==> src/rtl/icte_pkg.sv <==
// Shared types and constants of the IRC color text encoder.
// Holds the cell command format, byte codes and the color palette; no dependencies.
package icte_pkg;

	// Byte slots of one cell, in the order they leave the block
	localparam int NUM_PH      = 13;
	localparam int PH_OPEN     = 0;
	localparam int PH_CODE     = 1;
	localparam int PH_FG_TENS  = 2;
	localparam int PH_FG_ONES  = 3;
	localparam int PH_COMMA    = 4;
	localparam int PH_BG_TENS  = 5;
	localparam int PH_BG_ONES  = 6;
	localparam int PH_STX1     = 7;
	localparam int PH_STX2     = 8;
	localparam int PH_CHAR     = 9;
	localparam int PH_CR       = 10;
	localparam int PH_LF       = 11;
	localparam int PH_CLOSE    = 12;

	typedef logic [NUM_PH-1:0] ph_mask_t;
	typedef logic [3:0]        ph_idx_t;

	typedef struct packed {
		ph_mask_t   mask;
		logic [3:0] fg;
		logic [3:0] bg;
		logic [6:0] ch;
	} cell_cmd_t;

	localparam int QUEUE_DEPTH = 4;
	localparam int QPTR_W      = $clog2(QUEUE_DEPTH);

	localparam logic [7:0] BYTE_RESET = 8'h0f;
	localparam logic [7:0] BYTE_COLOR = 8'h03;
	localparam logic [7:0] BYTE_COMMA = 8'h2c;
	localparam logic [7:0] BYTE_BOLD  = 8'h02;
	localparam logic [7:0] BYTE_CR    = 8'h0d;
	localparam logic [7:0] BYTE_LF    = 8'h0a;
	localparam logic [7:0] BYTE_DIG0  = 8'h30;

	localparam logic [20:0] CHAR_SPACE = 21'h20;
	localparam logic [20:0] CHAR_ZERO  = 21'h30;
	localparam logic [20:0] CHAR_NINE  = 21'h39;

	localparam logic [4:0] NO_COLOR = 5'd31;

	localparam logic CFG_WIDTH_IDX  = 1'b0;
	localparam logic CFG_HEIGHT_IDX = 1'b1;

	// ANSI index to IRC color number
	function automatic logic [3:0] palette(input logic [3:0] idx);
		logic [3:0] r;
		case (idx)
			4'd0:    r = 4'd1;
			4'd1:    r = 4'd2;
			4'd2:    r = 4'd3;
			4'd3:    r = 4'd10;
			4'd4:    r = 4'd5;
			4'd5:    r = 4'd6;
			4'd6:    r = 4'd7;
			4'd7:    r = 4'd15;
			4'd8:    r = 4'd14;
			4'd9:    r = 4'd12;
			4'd10:   r = 4'd9;
			4'd11:   r = 4'd11;
			4'd12:   r = 4'd4;
			4'd13:   r = 4'd13;
			4'd14:   r = 4'd8;
			default: r = 4'd0;
		endcase
		return r;
	endfunction

endpackage

==> src/rtl/icte_front.sv <==
// Front end: canvas registers, cell position and color history, cell classification.
// Depends on icte_pkg; produces one cell command per accepted cell.
module icte_front #(
	parameter int MAX_DIM = 4096
) (
	input  logic                 clk,
	input  logic                 arst_n,
	input  logic                 cfg_valid,
	input  logic                 cfg_index,
	input  logic [12:0]          cfg_data,
	input  logic                 cell_valid,
	input  logic [3:0]           cell_fg,
	input  logic [3:0]           cell_bg,
	input  logic [20:0]          cell_char,
	input  logic                 queue_full,
	output logic                 push,
	output icte_pkg::cell_cmd_t  cmd
);

	localparam int CW = $clog2(MAX_DIM);
	localparam int DW = (CW + 1 > 13) ? CW + 1 : 13;

	function automatic logic [DW-1:0] clamp_dim(input logic [12:0] v);
		logic [DW-1:0] e;
		e = DW'(v);
		if (e == '0)
			return DW'(1);
		if (e > DW'(MAX_DIM))
			return DW'(MAX_DIM);
		return e;
	endfunction

	logic [DW-1:0] width_q, height_q;
	logic [CW-1:0] column_q, row_q;
	logic [4:0]    prev_fg_q, prev_bg_q;

	logic [3:0]    fgm, bgm;
	logic          fg_diff, bg_diff, is_space, is_digit;
	logic          code, fg_en, keep_fg, open, eol, close;
	logic [CW:0]   col_inc, row_inc;

	always_comb begin
		fgm      = icte_pkg::palette(cell_fg);
		bgm      = icte_pkg::palette(cell_bg);
		fg_diff  = {1'b0, fgm} != prev_fg_q;
		bg_diff  = {1'b0, bgm} != prev_bg_q;
		is_space = cell_char == icte_pkg::CHAR_SPACE;
		is_digit = cell_char inside {[icte_pkg::CHAR_ZERO:icte_pkg::CHAR_NINE]};
		// a space under the same background keeps the old foreground
		keep_fg  = !bg_diff && fg_diff && is_space;
		code     = bg_diff || (fg_diff && !is_space);
		fg_en    = fg_diff && code;
		open     = (column_q == '0) && (row_q == '0);
		col_inc  = {1'b0, column_q} + 1'b1;
		row_inc  = {1'b0, row_q} + 1'b1;
		eol      = DW'(col_inc) >= width_q;
		close    = eol && (DW'(row_inc) >= height_q);

		cmd.mask                         = '0;
		cmd.mask[icte_pkg::PH_OPEN]      = open;
		cmd.mask[icte_pkg::PH_CODE]      = code;
		cmd.mask[icte_pkg::PH_FG_TENS]   = fg_en && (fgm >= 4'd10);
		cmd.mask[icte_pkg::PH_FG_ONES]   = fg_en;
		cmd.mask[icte_pkg::PH_COMMA]     = bg_diff;
		cmd.mask[icte_pkg::PH_BG_TENS]   = bg_diff && (bgm >= 4'd10);
		cmd.mask[icte_pkg::PH_BG_ONES]   = bg_diff;
		cmd.mask[icte_pkg::PH_STX1]      = code && is_digit;
		cmd.mask[icte_pkg::PH_STX2]      = code && is_digit;
		cmd.mask[icte_pkg::PH_CHAR]      = 1'b1;
		cmd.mask[icte_pkg::PH_CR]        = eol;
		cmd.mask[icte_pkg::PH_LF]        = eol;
		cmd.mask[icte_pkg::PH_CLOSE]     = close;
		cmd.fg = fgm;
		cmd.bg = bgm;
		cmd.ch = cell_char[6:0];
	end

	assign push = cell_valid && !queue_full;

	always_ff @(posedge clk or negedge arst_n) begin
		if (!arst_n) begin
			width_q   <= clamp_dim(13'd80);
			height_q  <= clamp_dim(13'd32);
			column_q  <= '0;
			row_q     <= '0;
			prev_fg_q <= icte_pkg::NO_COLOR;
			prev_bg_q <= icte_pkg::NO_COLOR;
		end else begin
			if (cfg_valid) begin
				case (cfg_index)
					icte_pkg::CFG_WIDTH_IDX:  width_q  <= clamp_dim(cfg_data);
					icte_pkg::CFG_HEIGHT_IDX: height_q <= clamp_dim(cfg_data);
					default: ;
				endcase
			end
			if (push) begin
				if (eol) begin
					// forget colors at each row start
					column_q  <= '0;
					prev_fg_q <= icte_pkg::NO_COLOR;
					prev_bg_q <= icte_pkg::NO_COLOR;
					row_q     <= close ? '0 : row_inc[CW-1:0];
				end else begin
					column_q  <= col_inc[CW-1:0];
					prev_fg_q <= keep_fg ? prev_fg_q : {1'b0, fgm};
					prev_bg_q <= {1'b0, bgm};
				end
			end
		end
	end

endmodule

==> src/rtl/icte_queue.sv <==
// Small first-in first-out queue of cell commands between front and back end.
// Depends on icte_pkg for the command type and depth.
module icte_queue (
	input  logic                 clk,
	input  logic                 arst_n,
	input  logic                 push,
	input  icte_pkg::cell_cmd_t  push_cmd,
	input  logic                 pop,
	output logic                 full,
	output logic                 empty,
	output icte_pkg::cell_cmd_t  head_cmd
);

	icte_pkg::cell_cmd_t           mem_q [icte_pkg::QUEUE_DEPTH];
	logic [icte_pkg::QPTR_W-1:0]   wr_ptr_q, rd_ptr_q;
	logic [icte_pkg::QPTR_W:0]     count_q;

	function automatic logic [icte_pkg::QPTR_W-1:0] next_ptr(
		input logic [icte_pkg::QPTR_W-1:0] p);
		if (p == icte_pkg::QPTR_W'(icte_pkg::QUEUE_DEPTH - 1))
			return '0;
		return p + 1'b1;
	endfunction

	assign full     = count_q == (icte_pkg::QPTR_W + 1)'(icte_pkg::QUEUE_DEPTH);
	assign empty    = count_q == '0;
	assign head_cmd = mem_q[rd_ptr_q];

	always_ff @(posedge clk) begin
		if (push)
			mem_q[wr_ptr_q] <= push_cmd;
	end

	always_ff @(posedge clk or negedge arst_n) begin
		if (!arst_n) begin
			wr_ptr_q <= '0;
			rd_ptr_q <= '0;
			count_q  <= '0;
		end else begin
			if (push)
				wr_ptr_q <= next_ptr(wr_ptr_q);
			if (pop)
				rd_ptr_q <= next_ptr(rd_ptr_q);
			case ({push, pop})
				2'b10:   count_q <= count_q + 1'b1;
				2'b01:   count_q <= count_q - 1'b1;
				default: ;
			endcase
		end
	end

endmodule

==> src/rtl/icte_back.sv <==
// Back end: walks the byte slots of the head cell command, one byte per cycle while the output is not stalled.
// Depends on icte_pkg; drives the registered output stream.
module icte_back (
	input  logic                 clk,
	input  logic                 arst_n,
	input  logic                 empty,
	input  icte_pkg::cell_cmd_t  cmd,
	output logic                 pop,
	output logic                 out_tvalid,
	input  logic                 out_tready,
	output logic [7:0]           out_tdata,
	output logic                 out_tlast
);

	icte_pkg::ph_mask_t done_q, pend, sel;
	icte_pkg::ph_idx_t  idx;
	logic               last, advance;
	logic [7:0]         byte_val;
	logic               out_tvalid_q, out_tlast_q;
	logic [7:0]         out_tdata_q;

	function automatic logic [7:0] ones_digit(input logic [3:0] n);
		return icte_pkg::BYTE_DIG0 + 8'((n >= 4'd10) ? n - 4'd10 : n);
	endfunction

	always_comb begin
		pend = cmd.mask & ~done_q;
		sel  = pend & (~pend + 1'b1);
		last = (pend & ~sel) == '0;
		idx  = '0;
		for (int i = 0; i < icte_pkg::NUM_PH; i++) begin
			if (sel[i])
				idx = icte_pkg::ph_idx_t'(i);
		end
		case (idx)
			icte_pkg::ph_idx_t'(icte_pkg::PH_OPEN):    byte_val = icte_pkg::BYTE_RESET;
			icte_pkg::ph_idx_t'(icte_pkg::PH_CODE):    byte_val = icte_pkg::BYTE_COLOR;
			icte_pkg::ph_idx_t'(icte_pkg::PH_FG_TENS): byte_val = icte_pkg::BYTE_DIG0 + 8'd1;
			icte_pkg::ph_idx_t'(icte_pkg::PH_FG_ONES): byte_val = ones_digit(cmd.fg);
			icte_pkg::ph_idx_t'(icte_pkg::PH_COMMA):   byte_val = icte_pkg::BYTE_COMMA;
			icte_pkg::ph_idx_t'(icte_pkg::PH_BG_TENS): byte_val = icte_pkg::BYTE_DIG0 + 8'd1;
			icte_pkg::ph_idx_t'(icte_pkg::PH_BG_ONES): byte_val = ones_digit(cmd.bg);
			icte_pkg::ph_idx_t'(icte_pkg::PH_STX1),
			icte_pkg::ph_idx_t'(icte_pkg::PH_STX2):    byte_val = icte_pkg::BYTE_BOLD;
			icte_pkg::ph_idx_t'(icte_pkg::PH_CHAR):    byte_val = {1'b0, cmd.ch};
			icte_pkg::ph_idx_t'(icte_pkg::PH_CR):      byte_val = icte_pkg::BYTE_CR;
			icte_pkg::ph_idx_t'(icte_pkg::PH_LF):      byte_val = icte_pkg::BYTE_LF;
			icte_pkg::ph_idx_t'(icte_pkg::PH_CLOSE):   byte_val = icte_pkg::BYTE_RESET;
			default:                                   byte_val = icte_pkg::BYTE_RESET;
		endcase
	end

	// refill the output register whenever a cell command is queued and the register is empty or being taken
	assign advance    = !empty && (!out_tvalid_q || out_tready);
	assign pop        = advance && last;
	assign out_tvalid = out_tvalid_q;
	assign out_tdata  = out_tdata_q;
	assign out_tlast  = out_tlast_q;

	always_ff @(posedge clk or negedge arst_n) begin
		if (!arst_n) begin
			done_q       <= '0;
			out_tvalid_q <= 1'b0;
		end else begin
			if (advance)
				done_q <= last ? '0 : (done_q | sel);
			if (advance)
				out_tvalid_q <= 1'b1;
			else if (out_tready)
				out_tvalid_q <= 1'b0;
		end
	end

	always_ff @(posedge clk) begin
		if (advance) begin
			out_tdata_q <= byte_val;
			out_tlast_q <= last;
		end
	end

endmodule

==> src/rtl/irc_color_text_encoder.sv <==
// Top level of the IRC color text encoder: front end, command queue, back end.
// Depends on icte_pkg, icte_front, icte_queue and icte_back.
//
//  channel  | dir | payload
//  ---------+-----+---------------------------------------------------
//  cfg      | in  | cfg_index (0 width, 1 height), cfg_data 13 bits
//  in  (s)  | in  | tdata: fg_color, bg_color, char_code
//  out (m)  | out | tdata: out_byte; tlast: last_byte
//
// The back end sends one byte per cycle while the output is not stalled, and a cell
// is 1 to 13 bytes there; the byte count of the cell sets the rate.
// The front end takes one cell per cycle while the 4-entry command queue has room.
// Reset clears position, color history, queue and output valid; the canvas
// registers return to 80 by 32. No clearing pass is needed.
// A stalled output holds its byte; cells keep entering until the queue fills.
module irc_color_text_encoder #(
	parameter int MAX_DIM = 4096
) (
	input  logic        clk,
	input  logic        arst_n,
	input  logic        cfg_valid,
	output logic        cfg_ready,
	input  logic        cfg_index,
	input  logic [12:0] cfg_data,
	input  logic        in_tvalid,
	output logic        in_tready,
	input  logic [31:0] in_tdata,   // [3:0] fg_color, [7:4] bg_color, [28:8] char_code
	output logic        out_tvalid,
	input  logic        out_tready,
	output logic [7:0]  out_tdata,  // [7:0] out_byte
	output logic        out_tlast   // last_byte
);

	icte_pkg::cell_cmd_t push_cmd, head_cmd;
	logic                push, pop, full, empty;

	assign cfg_ready = 1'b1;
	assign in_tready = !full;

	icte_front #(
		.MAX_DIM (MAX_DIM)
	) u_front (
		.clk        (clk),
		.arst_n     (arst_n),
		.cfg_valid  (cfg_valid),
		.cfg_index  (cfg_index),
		.cfg_data   (cfg_data),
		.cell_valid (in_tvalid),
		.cell_fg    (in_tdata[3:0]),
		.cell_bg    (in_tdata[7:4]),
		.cell_char  (in_tdata[28:8]),
		.queue_full (full),
		.push       (push),
		.cmd        (push_cmd)
	);

	icte_queue u_queue (
		.clk      (clk),
		.arst_n   (arst_n),
		.push     (push),
		.push_cmd (push_cmd),
		.pop      (pop),
		.full     (full),
		.empty    (empty),
		.head_cmd (head_cmd)
	);

	icte_back u_back (
		.clk        (clk),
		.arst_n     (arst_n),
		.empty      (empty),
		.cmd        (head_cmd),
		.pop        (pop),
		.out_tvalid (out_tvalid),
		.out_tready (out_tready),
		.out_tdata  (out_tdata),
		.out_tlast  (out_tlast)
	);

endmodule

==> config.mk <==
export PLATFORM = sky130hd
export DESIGN_NAME = irc_color_text_encoder
export DESIGN_NICKNAME = d
export VERILOG_FILES = /design/src/rtl/icte_pkg.sv /design/src/rtl/icte_front.sv /design/src/rtl/icte_queue.sv /design/src/rtl/icte_back.sv /design/src/rtl/irc_color_text_encoder.sv
export SDC_FILE = /design/constraint.sdc
export NUM_CORES = 1
export LEC_CHECK = 0
export BUFFER_PORTS_ARGS = -buffer_cell sky130_fd_sc_hd__buf_4
export CORE_MARGIN = 3
export CORE_UTILIZATION = 37
export CTS_CLUSTER_SIZE = 40
export DETAILED_ROUTE_END_ITERATION = 10
export HOLD_SLACK_MARGIN = 0.06
export SLEW_MARGIN = 20
export SYNTH_ARGS = -nofsm -noshare
export SYNTH_HDL_FRONTEND = slang
export SYNTH_SLANG_ARGS = --single-unit
==> constraint.sdc <==
create_clock -name clk -period 4.9 [get_ports clk]
set_input_delay 0.245 -clock clk [delete_from_list [all_inputs] [get_ports clk]]
set_output_delay 0.245 -clock clk [all_outputs]
set_load 0.05 [all_outputs]
==> impl_metrics.py, run 1 <==
metrics = {
    "floorplan": {
        "start_util_pct": 37.9,
        "fp.dieW_um": 165,
        "rows": 57,
        "chipHeight_um": 165,
        "coreArea_mm2": 0.0245,
        "fp.dieArea_mm2": 0.0271,
        "io_pins": 63,
    },
    "cts": {
        "cts_tree": "built",
        "cts_sinks": 185,
        "cts_made_buffers": 17,
        "hold_buffers": 10,
        "h-tree-depth": 4,
        "clkTransAtPathRegs_ns": 0.08,
        "cts_setup_buffers": 0,
        "ctsResizeCount": 0,
        "insertion_delay_ns": 0.44,
        "root_buffer": "clkbuf_16",
        "clock_path_buffers": 2,
    },
    "synth": {
        "yosysWarningCount": 0,
        "ys_seq_elements": 185,
        "synthCells": 783,
        "synth_cell_types": 69,
        "avgSynthCellArea_um2": 11.9,
        "yosysSeqAreaShare_pct": 55.5,
        "synth.top_cell.area_share_pct": 33.6,
        "yosys.area.top_type": "edfxtp_1",
        "synth_area_leaders": "edfxtp_1 34%, dfrtp_1 18%, ha_1 6.2%",
        "synth_flop_cell": "edfxtp_1",
        "synth_edf_count": 104,
        "syn-num-nets": 881,
        "synthArstFlopShare_pct": 43.8,
        "synth_area_mm2": 0.00931,
    },
    "power": {
        "pwr-share-clk_pct": 23.4,
        "pwr-share-comb_pct": 36.9,
        "p_seq_share_pct": 39.7,
        "switching_power_uw": 2100,
        "ir_drop_mv": 0.257,
        "p_leak_uw": 0.00442,
        "p_int_uw": 3710,
        "netSwitchingFraction_pct": 36.1,
        "powerDensity_mw_per_mm2": 539,
    },
    "sta": {
        "final_max_slew_viol_count": 0,
        "report.final.setup_viol": 0,
        "fin_ws_ns": 1.02,
        "hold_slack_ns": 0.0734,
        "min_period_over_period_pct": 79.2,
        "rsz0062_at_grt": "no",
        "maxSlewHeadroom_pct": 44.1,
        "min_period_ns": 3.88,
        "setup_tns_ns": 0,
        "fin_worst_skew_ns": 0.0138,
        "fmax_mhz": 258,
        "tightest_slew_ns": 0.835,
        "timing_hold_violations_final": 0,
    },
    "layout": {
        "final_cells": 1193,
        "syn2layout_area_growth_pct": 15.9,
        "diodes": 0,
        "fin_util_pct": 44.0,
        "drive_gt1_share_pct": 18.0,
        "fin_nets": 954,
    },
    "global_routing": {
        "grt_pass1_wl_um": 31000,
        "grt_overflow": 0,
        "grt_max_degree": 59,
        "grtUsageTotal_pct": 14.6,
        "grt_pass1_vias": 5890,
        "antenna_found_initial": 0,
    },
    "route": {
        "drtPass1Iterations": 4,
        "ant_nets": 0,
        "wl_per_cell_um": 15.7,
        "routed_wl_um": 18700,
        "drtIter0Drc": 348,
        "drc_errors": 0,
        "dr_total_vias": 6001,
        "via_per_inst": 5.03,
    },
    "worst_hold_path": {
        "hold_path_class": "primary input to flip-flop",
    },
    "placed_design": {
        "gp_congestion": 0.835,
        "placed_cells": 1151,
        "place_hpwl_um": 13300,
        "dp_worst_setup_slack_ns": 0.991,
        "portBuffers": 57,
    },
    "outcome": {
        "outcome": "complete, no violations",
    },
    "worst_setup_path": {
        "crit_type": "flip-flop to flip-flop",
        "crit_path_end_kind": "flip-flop",
        "cp-start-kind": "flip-flop",
        "arrival_ns": 4.23,
        "cp.required_ns": 5.25,
        "worstPathMaxFanout": 9,
    },
    "flow_run": {
        "maxCapViolCount": 0,
    },
}
==> logic make-up after synthesis <==
| logic type | count (synthesis) | share of synthesized area, % |
|---|---|---|
| compound gates | 145 | 9.82 |
| xor+xnor | 28 | 2.64 |
| fa+ha+maj | 49 | 6.64 |
| buf+inv | 92 | 4.11 |
| flops | 185 | 55.5 |
| mux | 41 | 7.83 |
| other cells | 2 | 0.0807 |
| simple gates | 241 | 13.4 |
==> state kept, by name, indices dropped and copies added, names as in the netlist <==
| signal | flops |
|---|---|
| u_front.row_q | 12 |
| u_back.done_q | 13 |
| u_queue.count_q | 3 |
| u_front.prev_bg_q | 5 |
| u_queue.rd_ptr_q | 2 |
| u_front.prev_fg_q | 5 |
| u_front.width_q | 13 |
| u_back.out_tlast | 1 |
| u_queue.mem_q | 96 |
| u_queue.wr_ptr_q | 2 |
| u_front.height_q | 13 |
| u_back.out_tvalid | 1 |
| u_front.column_q | 12 |
| u_back.out_tdata | 7 |
==> worst paths after layout <==
path                       slack (ns)  cells after the start                            start                              end
max                              1.02                     14  u_queue.rd_ptr_q[0]$_DFFE_PN0P_   u_queue.count_q[2]$_DFFE_PN0P_
min                              0.07                      3                      cfg_data[6]   u_front.width_q[6]$_DFFE_PN1P_
max reg2reg                      1.02                     14  u_queue.rd_ptr_q[0]$_DFFE_PN0P_   u_queue.count_q[2]$_DFFE_PN0P_
min reg2reg                      0.48                      2   u_front.width_q[6]$_DFFE_PN1P_   u_front.width_q[6]$_DFFE_PN1P_
max in group asynchronous        3.58                      3                           arst_n     u_front.row_q[7]$_DFFE_PN0P_
min in group asynchronous        0.25                      2                           arst_n  u_front.column_q[1]$_DFFE_PN0P_
==> stage by stage <==
stage          area, µm²  power [µW]
5_1_grt            10800        6240
3_3_place_gp       10100        4470
3_5_place_dp       10100        4500
4_1_cts            10800        5880
2_1_floorplan       9310        3890
6_report           10800        5810
==> cell usage after synthesis, types with 3 or more instances <==
library cell,number
nand4_1,8
nand2_1,63
clkbuf_1,17
xnor2_1,16
nand2b_1,21
nor4_1,8
dfrtp_1,68
mux2_2,6
buf_6,3
and2_1,9
mux4_2,24
a22o_1,12
xor2_1,12
and3_1,16
buf_4,3
or4_1,3
inv_1,65
o31ai_1,3
o21a_1,4
mux2i_1,9
edfxtp_1,104
o21ai_0,58
ha_1,46
o21bai_1,3
dfstp_2,13
a211oi_1,3
o2bb2ai_1,3
nor2b_1,10
a21oi_1,27
and4_1,3
nor4b_1,3
a31oi_1,9
a21o_1,3
nand3_1,20
nor3_1,10
buf_2,3
or3_1,3
nor2_1,53
==> cells in the final DEF, fill, tap and decap left out, types with 4 or more instances in the layout <==
cell type	n
a21oi_1	27
a22o_1	12
a31oi_1	9
and2_1	9
and3_1	16
buf_4	71
clkbuf_16	17
dfrtp_1	68
dfstp_2	13
dlygate4sd3_1	10
edfxtp_1	104
ha_1	46
inv_1	65
inv_6	5
mux2_2	6
mux2i_1	9
mux4_2	24
nand2_1	63
nand2b_1	21
nand3_1	20
nand4_1	8
nor2_1	53
nor2b_1	10
nor3_1	10
nor4_1	8
o21a_1	4
o21ai_0	58
xnor2_1	16
xor2_1	12
==> power by group through the flow <==
stage | clock network (µW) | registers, µW | logic, µW
after floorplan | 0 | 2380 | 1520
after global placement | 0 | 2330 | 2140
after detailed placement | 0 | 2340 | 2160
after CTS | 1400 | 2310 | 2170
after global routing | 1460 | 2350 | 2430
final | 1360 | 2310 | 2140
==> layout make-up <==
class                   count  area [µm²]
multi-input cells         506        3760
repair buffers             81         633
inverters                  65         244
well taps                 324         405
fillers                  2309       13700
clock inverters            14         155
flip-flops and latches    185        5170
clock buffers              18         429
==> metal layers <==
metal	global-route usage [%]	wire length (µm)
met5	0	0
met1	20.0	8850
met2	23.4	8930
met3	3.46	618
met4	4.12	293
==> worst max-delay path, cell delays in order, from the launching register on <==
cell      delay [ns]
dfrtp_1         0.67
buf_4           0.29
mux4_2          0.55
a21boi_0        0.23
nor4_4          0.33
maj3_2          0.23
a21oi_1         0.07
nor4_2          0.21
and2_1          0.20
ha_1            0.18
inv_1           0.06
fa_1            0.37
xor2_1          0.15
nor2_1          0.11
xor2_1          0.16
Note: power is estimated with default switching activity, not from simulation.
==> run 2: changes to the inputs <==
==> constraint.sdc (replaced) <==
create_clock -name clk -period 3.7 [get_ports clk]
set_input_delay 0.185 -clock clk [delete_from_list [all_inputs] [get_ports clk]]
set_output_delay 0.185 -clock clk [all_outputs]
set_load 0.05 [all_outputs]
==> run 2 against run 1 <==
Compared with the run above: combinational power increased by 46%; cell count is 2.0% higher; clock skew up 0.0070 ns; register-to-register slack lost 0.93 ns; largest power group is now combinational cells; highest routed layer unchanged.
==> impl_metrics.py, run 2 (synthesized netlist as in run 1, its figures left out) <==
metrics = {
    "route": {
        "drtPass1Iterations": 4,
        "via_per_inst": 4.99,
        "ant_nets": 0,
        "dr_total_vias": 6074,
        "routed_wl_um": 19100,
        "drc_errors": 0,
        "drtIter0Drc": 341,
        "wl_per_cell_um": 15.7,
    },
    "outcome": {
        "outcome": "complete, no violations",
    },
    "sta": {
        "min_period_ns": 3.61,
        "fmax_mhz": 277,
        "report.final.setup_viol": 0,
        "min_period_over_period_pct": 97.5,
        "fin_worst_skew_ns": 0.0208,
        "timing_hold_violations_final": 0,
        "maxSlewHeadroom_pct": 47.8,
        "tightest_slew_ns": 0.784,
        "rsz0062_at_grt": "yes",
        "final_max_slew_viol_count": 0,
    },
    "global_routing": {
        "antenna_found_initial": 0,
        "grt_max_degree": 55,
        "grt_overflow": 0,
        "grt_pass1_wl_um": 31100,
        "grtUsageTotal_pct": 14.6,
        "grt_pass1_vias": 6057,
    },
    "cts": {
        "root_buffer": "clkbuf_16",
        "insertion_delay_ns": 0.44,
        "clkTransAtPathRegs_ns": 0.07,
        "clock_path_buffers": 2,
        "cts_made_buffers": 17,
        "cts_tree": "built",
        "cts_sinks": 185,
        "h-tree-depth": 4,
    },
    "worst_hold_path": {
        "min_path_cells": 3,
        "hold_path_class": "primary input to flip-flop",
        "worstHoldStart": "cfg_data[2]",
        "min_to": "u_front.width_q[2]$_DFFE_PN0P_",
    },
    "floorplan": {
        "coreArea_mm2": 0.0245,
        "fp.dieW_um": 165,
        "chipHeight_um": 165,
        "start_util_pct": 37.9,
        "fp.dieArea_mm2": 0.0271,
        "rows": 57,
        "io_pins": 63,
    },
    "layout": {
        "diodes": 0,
        "fin_nets": 978,
        "fin_util_pct": 45.1,
        "largest_reg_flops": 96,
        "final_cells": 1217,
        "syn2layout_area_growth_pct": 18.9,
        "drive_gt1_share_pct": 21.3,
        "final_common_cell": "edfxtp_1",
        "layout_common_cells": "104 x edfxtp_1, 87 x buf_4, 66 x dfrtp_1",
        "top_register": "u_queue.mem_q",
    },
    "placed_design": {
        "gp_congestion": 0.829,
        "placed_cells": 1161,
        "place_hpwl_um": 13300,
        "portBuffers": 57,
    },
    "worst_setup_path": {
        "crit_type": "flip-flop to flip-flop",
        "arrival_ns": 3.97,
        "cp-start-kind": "flip-flop",
        "rr_endpoint": "u_queue.count_q[2]$_DFFE_PN0P_",
        "worstPathMaxFanout": 5,
        "crit_chain": "buf_6 > mux4_2 > a22o_4 > nor4_4 > maj3_2 > a21oi_2 > nor4_2 > and2_1 > ha_2 > inv_2 > fa_2 > xor2_1 > nor2_1 > xor2_1",
        "cp.required_ns": 4.06,
        "r2r_slack_ns": 0.09,
        "rr_worst_depth": 14,
        "crit_path_end_kind": "flip-flop",
        "critPathTopFamily": "simple AND/OR/NAND/NOR gates",
        "worst-path-buf-inv": 2,
        "r2r-start": "u_queue.rd_ptr_q[0]$_DFFE_PN0P_",
        "cp_slowest_cell": "mux4_2",
        "path_common_cell": "xor2_1",
        "cpPeakStageDelay_ns": 0.54,
        "cp.depth": 14,
    },
    "power": {
        "netSwitchingFraction_pct": 35.4,
        "pwr-share-comb_pct": 39.2,
        "switching_power_uw": 2830,
        "p_leak_uw": 0.00456,
        "powerDensity_mw_per_mm2": 723,
        "p_seq_share_pct": 37.6,
        "ir_drop_mv": 0.433,
        "pwr-share-clk_pct": 23.2,
        "p_int_uw": 5160,
    },
    "flow_run": {
        "maxCapViolCount": 0,
    },
}
[run 2: cell count changes in the layout (fill, tap and decap cells not counted), moves of 2 or more]
cell           delta
dlygate4sd3_1     +4
a22o_4            +2
inv_6             +3
inv_2             +2
buf_6             +3
dfrtp_1           -2
inv_8             -2
a22o_1            -2
ha_1              -2
inv_1             -2
buf_4            +16
ha_2              +2
dfrtp_2           +2
[run 2: layer usage]
metal | part of all wire, % | vias to the layer above | track usage [%]
li1 | - | 3044 | -
met1 | 46 | 2928 | 19.3
met2 | 50 | 86 | 24.2
met3 | 3.0 | 16 | 3.01
met4 | 1.3 | 0 | 4.31
met5 | 0 | - | 0
[run 2: what timing repair did]
item | CTS | global route
endpoints found under the hold margin | 81 | 0
endpoints found under the setup margin | 0 | 24
setup buffers | 0 | 10
hold buffers | 14 | 0
gates resized for setup | 0 | 18
[run 2: worst max-delay path by stage]
| stage | endpoint | slack (ns) | start |
|---|---|---|---|
| after global routing | u_queue.count_q[2]$_DFFE_PN0P_ | -0.09 | u_queue.rd_ptr_q[0]$_DFFE_PN0P_ |
| after CTS | u_front.row_q[5]$_DFFE_PN0P_ | 0.09 | u_front.column_q[0]$_DFFE_PN0P_ |
| after detailed placement | u_queue.count_q[2]$_DFFE_PN0P_ | 0.12 | u_queue.rd_ptr_q[0]$_DFFE_PN0P_ |
| final | u_queue.count_q[2]$_DFFE_PN0P_ | 0.09 | u_queue.rd_ptr_q[0]$_DFFE_PN0P_ |
| after global placement | u_queue.count_q[2]$_DFFE_PN0P_ | 0.14 | u_queue.rd_ptr_q[0]$_DFFE_PN0P_ |
| after floorplan | u_queue.count_q[2]$_DFFE_PN0P_ | 0.22 | u_queue.rd_ptr_q[0]$_DFFE_PN0P_ |
[run 2: layout make-up]
type,count,area (µm²)
fillers,2263,13500
flip-flops and latches,185,5170
multi-input cells,506,3790
repair buffers,105,847
clock buffers,17,425
well taps,324,405
inverters,65,244
clock inverters,15,180
[run 2: stage by stage]
step | worst slack (ns) | total power [µW] | cell area (µm²) | hold WS (ns) | TNS, ns
floorplan | 0.219 | 5160 | 9310 | -0.111 | 0
global placement | 0.140 | 5980 | 10200 | 0.294 | 0
CTS | 0.0877 | 7920 | 10900 | 0.0761 | 0
detailed placement | 0.116 | 6020 | 10200 | 0.290 | 0
finish | 0.0922 | 8000 | 11100 | 0.0809 | 0
global route | -0.0872 | 8520 | 11100 | 0.0826 | -0.0872
[run 2: power by group through the flow]
| stage | Combinational [µW] | Clock (µW) | Sequential [µW] |
|---|---|---|---|
| floorplan | 2010 | 0 | 3150 |
| global placement | 2950 | 0 | 3030 |
| detailed placement | 2980 | 0 | 3040 |
| CTS | 3010 | 1900 | 3000 |
| global route | 3470 | 1980 | 3060 |
| finish | 3130 | 1860 | 3010 |
[run 2: tightest hold or removal path, delay by kind of cell]
family	cells	cell delay (ns)
compound gates	1	0.08
simple gates	1	0.10
buf+inv	1	0.12
